--- config.mk ---
export PLATFORM = sky130hd
export DESIGN_NAME = dq_ctrl
export DESIGN_NICKNAME = d
export VERILOG_FILES = /design/src/rtl/core/dq_pkg.sv /design/src/rtl/core/dq_ctrl.sv
export SDC_FILE = /design/constraint.sdc
export NUM_CORES = 1
export LEC_CHECK = 0
export BUFFER_PORTS_ARGS = -buffer_cell sky130_fd_sc_hd__buf_2
export CORE_AREA = 2 2 39 41
export DETAILED_ROUTE_END_ITERATION = 7
export DIE_AREA = 0 0 41 43
export GPL_TIMING_DRIVEN = 0
export HOLD_SLACK_MARGIN = 0.08
export PLACE_DENSITY = 0.59
export SYNTH_ARGS = -nofsm -noshare
export SYNTH_HDL_FRONTEND = slang
export SYNTH_SLANG_ARGS = --single-unit
--- constraint.sdc ---
create_clock -name clk -period 1.6 [get_ports clk]
set_input_delay 0.4 -clock clk [delete_from_list [all_inputs] [get_ports clk]]
set_output_delay 0.4 -clock clk [all_outputs]
set_load 0.02 [all_outputs]
--- src/rtl/core/dq_pkg.sv ---
`default_nettype none
// -----------------------------------------------------------------------------
// dq_pkg: shared definitions for the double-ended queue
// Command and status codes, default sizes, field widths, and the control and
// status bundles that pass between the controller and the datapath.
// -----------------------------------------------------------------------------
package dq_pkg;

	// Default sizes of the ring.
	localparam int DEPTH_DEFAULT       = 256;
	localparam int VALUE_WIDTH_DEFAULT = 32;

	// Fixed widths of the channel fields.
	localparam int COMMAND_W = 3;
	localparam int VALUE_W   = 32;
	localparam int STATUS_W  = 2;
	localparam int COUNT_W   = 9;

	// Command codes carried on the request channel.
	typedef enum logic [COMMAND_W-1:0] {
		CMD_PUSH_BACK  = 3'd0,
		CMD_POP_BACK   = 3'd1,
		CMD_PUSH_FRONT = 3'd2,
		CMD_POP_FRONT  = 3'd3,
		CMD_CLEAR      = 3'd4
	} cmd_code_t;

	// Status codes reported with each result.
	typedef enum logic [STATUS_W-1:0] {
		ST_DONE  = 2'd0,
		ST_FULL  = 2'd1,
		ST_EMPTY = 2'd2
	} status_t;

	// Operation that the datapath carries out.
	typedef enum logic [2:0] {
		OP_NONE,
		OP_PUSH_BACK,
		OP_POP_BACK,
		OP_PUSH_FRONT,
		OP_POP_FRONT,
		OP_CLEAR
	} op_t;

	// Controller to datapath.
	typedef struct packed {
		op_t     op;
		logic    status_we;
		status_t status;
		logic    fetch_front;
		logic    fetch_back;
		logic    load_out;
	} dq_cmd_t;

	// Datapath to controller.
	typedef struct packed {
		logic empty;
		logic full;
	} dq_stat_t;

endpackage
`default_nettype wire

--- src/rtl/core/dq_ctrl.sv ---
`default_nettype none
// -----------------------------------------------------------------------------
// dq_ctrl: controller of the double-ended queue
// Decodes each request against the full and empty flags, sequences the
// memory fetch that follows a pop, and owns the result valid flag.
// -----------------------------------------------------------------------------
module dq_ctrl (
	input  wire logic                         clk,
	input  wire logic                         arst_n,
	input  wire logic                         req_valid,
	input  wire logic [dq_pkg::COMMAND_W-1:0] req_command,
	output logic                              req_ready,
	output logic                              rsp_valid,
	input  wire logic                         rsp_ready,
	input  wire dq_pkg::dq_stat_t             stat,
	output dq_pkg::dq_cmd_t                   cmd
);
	import dq_pkg::*;

	typedef enum logic [1:0] {
		S_IDLE,
		S_FETCH,
		S_HOLD
	} state_t;

	state_t  state_q;
	logic    fetch_front_q;
	logic    out_valid_q;

	logic    accept;
	logic    slot_free;
	logic    is_pop;
	op_t     op_dec;
	status_t status_dec;

	// Decode the command; a blocked push or pop turns into no operation.
	always_comb begin
		op_dec     = OP_NONE;
		status_dec = ST_DONE;
		case (req_command)
			CMD_PUSH_BACK: begin
				if (stat.full) status_dec = ST_FULL;
				else op_dec = OP_PUSH_BACK;
			end
			CMD_POP_BACK: begin
				if (stat.empty) status_dec = ST_EMPTY;
				else op_dec = OP_POP_BACK;
			end
			CMD_PUSH_FRONT: begin
				if (stat.full) status_dec = ST_FULL;
				else op_dec = OP_PUSH_FRONT;
			end
			CMD_POP_FRONT: begin
				if (stat.empty) status_dec = ST_EMPTY;
				else op_dec = OP_POP_FRONT;
			end
			CMD_CLEAR: begin
				op_dec = OP_CLEAR;
			end
			default: begin
				op_dec     = OP_NONE;
				status_dec = ST_DONE;
			end
		endcase
	end

	assign accept    = req_valid && (state_q == S_IDLE);
	assign slot_free = !out_valid_q || rsp_ready;
	assign is_pop    = (op_dec == OP_POP_BACK) || (op_dec == OP_POP_FRONT);

	// Commands to the datapath.
	always_comb begin
		cmd.op          = accept ? op_dec : OP_NONE;
		cmd.status_we   = accept;
		cmd.status      = status_dec;
		cmd.fetch_front = (state_q == S_FETCH) && fetch_front_q;
		cmd.fetch_back  = (state_q == S_FETCH) && !fetch_front_q;
		cmd.load_out    = slot_free && ((accept && !is_pop) || (state_q == S_FETCH) ||
			(state_q == S_HOLD));
	end

	assign req_ready = (state_q == S_IDLE);
	assign rsp_valid = out_valid_q;

	// State and result valid flag.
	always_ff @(posedge clk or negedge arst_n) begin
		if (!arst_n) begin
			state_q       <= S_IDLE;
			fetch_front_q <= 1'b0;
			out_valid_q   <= 1'b0;
		end else begin
			case (state_q)
				S_IDLE: begin
					if (accept) begin
						if (is_pop) begin
							state_q       <= S_FETCH;
							fetch_front_q <= (op_dec == OP_POP_FRONT);
						end else if (!slot_free) begin
							state_q <= S_HOLD;
						end
					end
				end
				S_FETCH, S_HOLD: begin
					state_q <= slot_free ? S_IDLE : S_HOLD;
				end
				default: begin
					state_q <= S_IDLE;
				end
			endcase

			if (cmd.load_out) out_valid_q <= 1'b1;
			else if (rsp_ready) out_valid_q <= 1'b0;
		end
	end

endmodule
`default_nettype wire

# Yosys cells after proc, flatten, opt, wreduce, memory -nomap -nowiden

Index checks and enable logic that the tools add are counted.

Eq/ne operators: 10
Mux-type cells: 16
Reduce and logical (&&, ||, !) cells: 20

Operators by type and width:

| cell                 | number |
|---|---|
| $pmux W3 S5          | 1 |
| $mux W2              | 7 |
| $eq A3 B2 Y1 const B | 3 |
| $pmux W2 S2          | 2 |
| $eq A3 B3 Y1 const B | 2 |
| $mux W3              | 2 |
| $reduce_or A2 Y1     | 3 |
| $logic_and A1 B1 Y1  | 5 |
| $logic_or A1 B1 Y1   | 4 |
| $mux W1              | 4 |
| $eq A3 B1 Y1 const B | 1 |
| $logic_not A1 Y1     | 3 |
| $logic_not A3 Y1     | 1 |
| $ne A3 B2 Y1 const B | 1 |
| $reduce_and A3 Y1    | 1 |
| $eq A2 B1 Y1 const B | 1 |
| $eq A2 B2 Y1 const B | 1 |
| $logic_not A2 Y1     | 1 |
| $ne A2 B1 Y1 const B | 1 |
| $reduce_and A2 Y1    | 1 |
| $reduce_bool A2 Y1   | 1 |

Bits in registers: 4
Word-level logic and storage cells: 49

# Depth between registers and ports, before layout

Depth after elaboration: 10
Gate-level depth with buffers: 5

# Least setup slack after synthesis

No wires, ideal clock.

Path kind: register to output
Start point: reg state_q[0]
End point: out cmd[6] in the netlist's numbering
Arrival: 2.147 ns
Required time: 1.200 ns
Slack: -0.947 ns
Cell stages (with the launch flop): 5
Path buffers: 0
Path through: dfrtp_1 inv_1 ha_1 nand2_1 a2111oi_0

RTL lines:

| element                  | RTL line       | text |
|---|---|---|
| start: declaration       | dq_ctrl.sv:26  | `state_t state_q;` |
| start signal: assignment | dq_ctrl.sv:104 | `state_q <= slot_free ? S_IDLE : S_HOLD;` |
| end: declaration         | dq_ctrl.sv:16  | `output dq_pkg::dq_cmd_t cmd` |

# Worst setup path after layout

Start point: reg state_q[0]
End point: out cmd[5] in the netlist's numbering

Word-level cells in the longest chain between the ends: 2

RTL lines:

| element             | RTL line      | text |
|---|---|---|
| $logic_not A2 Y1    | dq_ctrl.sv:67 | `assign accept = req_valid && (state_q == S_IDLE);` |
| $logic_and A1 B1 Y1 | dq_ctrl.sv:67 |  |

Every way passes these cells.

==> run_results.csv <==
group,metric,value,unit
placed_design,dpl.hpwl,739,microns
logic_synthesis,ys_async_sr_fraction,1.000,
finish,multi_input_area,332.8,sq um
global_routing,grt_remaining_overflow,0,
cts,cts_tree,"done",
pwr,power,0.9201,mW
logic_synthesis,ys_ff_latch,4,
logic_synthesis,ys_seq_area_frac,0.2606,
die,die-area,1763,sq um
logic_synthesis,yosys.area.top_type,"dfrtp_1",
finish,nNetsFinal,87,
sta,rsz0062_at_grt,"true",
sta,layout_min_cycle_time,1793,ps
global_routing,grt_max_degree,8,
logic_synthesis,ys.flop_type,"dfrtp_1",
die,core-area,1384,sq um
logic_synthesis,ys_warn_count,0,
finish,final_core_util,0.5009,
route,wire_per_inst,11.84,microns
global_routing,gr-usage-met1,0.1424,
sta,max_freq,0.5577,GHz
route,firstDrtPassIters,3,
die,die_x,41,microns
logic_synthesis,yosysMostFrequentCell,"nor2b_1",
logic_synthesis,syn_area,384.1,sq um
cts,htreeDepth,1,
finish,drive_gt1_frac,0.5972,
placed_design,dp.cells,77,
sta,hold_viol_final,0,
global_routing,grt_pass1_wl,1524,microns
route,drtAntennaViolNets,0,
setup_path,crit_slowest_cell,"dfrtp_1",
worst_hold_path,hold_class,"in2reg",
route,first_iter_violations,2,
placed_design,port_buffers,19,
setup_path,path_buf_inv,5,
global_routing,grt_busiest_layer,"met2",
route,wirelength,1042,microns
logic_synthesis,synthTopCellsByArea,"dfrtp_1 26%, ha_1 13%, nor2b_1 8.1%",
cts,clkTransAtPathRegs,40,ps
route,vias,417,
logic_synthesis,synth_area_per_cell,9.146,sq um
finish,syn_to_final_growth,80.46,%
logic_synthesis,synth_edf_count,0,
sta,clock_skew,1.512,ps
sta,layout_setup_ws,-193.1,ps
pwr,ir_worst_vdd,0.5191,mV
pwr,power_density,1327,nW/um^2
route,drc,0,
cts,cts.path.max_buffers,2,
setup_path,crit_arrival,1390,ps
logic_synthesis,synth_common_cells,"5 x nor2b_1, 4 x dfrtp_1, 4 x ha_1, 4 x nor2_1, 3 x inv_1",
placed_design,place.gp.congestion,0.7476,
die,row_count,14,
sta,slew_violations,0,
cts,cts.sinks,4,
setup_path,slowest_delay,410,ps
run,maxCapViolCount,0,
logic_synthesis,ys_types,25,
die,io_pins,20,
sta,finalSetupViolCount,8,
finish,seqCellArea,100.1,sq um
route,vias_per_cell,4.739,
logic_synthesis,syn-num-nets,55,
global_routing,first_global_vias,379,
cts,root_buffer,"clkbuf_4",
sta,fin_crit_sh,1.121,
global_routing,met3_usage,0,
sta,worstMarginPinSlew,269.6,ps
global_routing,use_met2,0.2125,
sta,relSlewSlack,0.8199,
setup_path,crit_top_cell,"buf_4",
finish,nFillCells,117,
die,start_util,0.2776,
run_status,violations,"negative setup slack",
pwr,leakagePower,0.3202,nW
global_routing,grt_use_total,0.1279,
finish,layout.cells.non_filler,88,
die,die_h,43,microns
setup_path,cpLargestDelayFamily,"buffers and inverters",
setup_path,path_max_fanout,5,
setup_path,path_class,"reg2out",
cts,cts-buffers-inserted,3,
run_status,outcome,"finished, violations left",
setup_path,worstPathRequired,1200,ps
finish,antenna_cells,0,
setup_path,crit_path_end_kind,"output pin",
global_routing,antenna_found_initial,0,
cts,clock_latency,240,ps
setup_path,cp_cell_sequence,"inv_2, ha_4, nand2_4, buf_4, inv_1, buf_4, buf_6",
setup_path,startpoint_type,"register",
logic_synthesis,synth_cells,42,
logic_synthesis,synth_top_cell_area_share,0.2606,
==> layer usage <==
metal / part of all wire / vias up
met1: 0.42 / 196
met2: 0.55 / 8
met5: 0 / -
li1: - / 211
met4: 0.015 / 0
met3: 0.017 / 2
==> sequential cells by signal, indices dropped and copies added (netlist names) <==
name	flops
fetch_front_q	1
state_q	2
rsp_valid	1
==> through the flow <==
step | setup slack (ps) | cell area [sq um] | setup TNS (ps) | hold WS [ps]
global placement | -279.5 | 533.0 | -730.5 | 206.3
detailed placement | -295.3 | 533.0 | -664.2 | 209.6
finish | -193.1 | 693.2 | -1022 | 494.6
global route | -261.3 | 693.2 | -1537 | 513.1
CTS | -221.1 | 650.6 | -758.5 | 487.1
floorplan | -1.535 | 417.9 | -1.535 | 104.4
==> cell families (layout without fill, tap and decap cells) <==
family                   count (synthesis)  count (layout)  share of synthesized area
buffers and inverters                    4              34                    0.04887
AO/OA/AOI/OAI                            7               7                     0.1466
adder cells (fa/ha/maj)                  4               4                     0.1303
AND/OR/NAND/NOR                         21              21                     0.3583
flip-flops                               4               4                     0.2606
multiplexers                             2               2                    0.05537
==> path summary, 6_finish.rpt <==
path                            cells past startpoint                       from  slack [ps]                         to
worst max-delay path                                7     state_q[0]$_DFFE_PN0P_        -190                     cmd[5]
worst min-delay path                                2             req_command[1]         490  fetch_front_q$_DFFE_PN0P_
worst max register to register                      6     state_q[0]$_DFFE_PN0P_         110  fetch_front_q$_DFFE_PN0P_
worst min register to register                      1  fetch_front_q$_DFFE_PN0P_         510  fetch_front_q$_DFFE_PN0P_
max in group asynchronous                           2                     arst_n         990     state_q[1]$_DFFE_PN0P_
min in group asynchronous                           2                     arst_n         500     state_q[0]$_DFFE_PN0P_
==> layout make-up <==
cell class	count	area share
buffer	1	0.01083
clock buffer	3	0.03249
inverter	3	0.01625
multi-input combinational	34	0.4801
sequential	4	0.1444
tap	16	0.02888
timing repair buffer	27	0.2870
==> placed cells by master, fill, tap and decap left out, types with 2 or more instances in the layout <==
cell	n
buf_2	10
buf_4	12
buf_6	5
clkbuf_4	3
dfrtp_1	4
ha_1	2
inv_2	2
nand3b_1	2
nor2_1	2
nor2b_1	5
==> where the power goes <==
part           switching [mW]  internal, mW
sequential             0.0395         0.142
clock                  0.0437        0.0841
combinational           0.285         0.325
total                   0.368         0.552
==> timing repair <==
item,4_1_cts,5_1_grt
setup buffers,5,2
pin swaps,4,2
resized for setup,15,9
endpoints found under the hold margin,4,0
endpoints found under the setup margin,7,9
hold buffers,1,0
No activity file was read; power rests on OpenSTA's default activity.
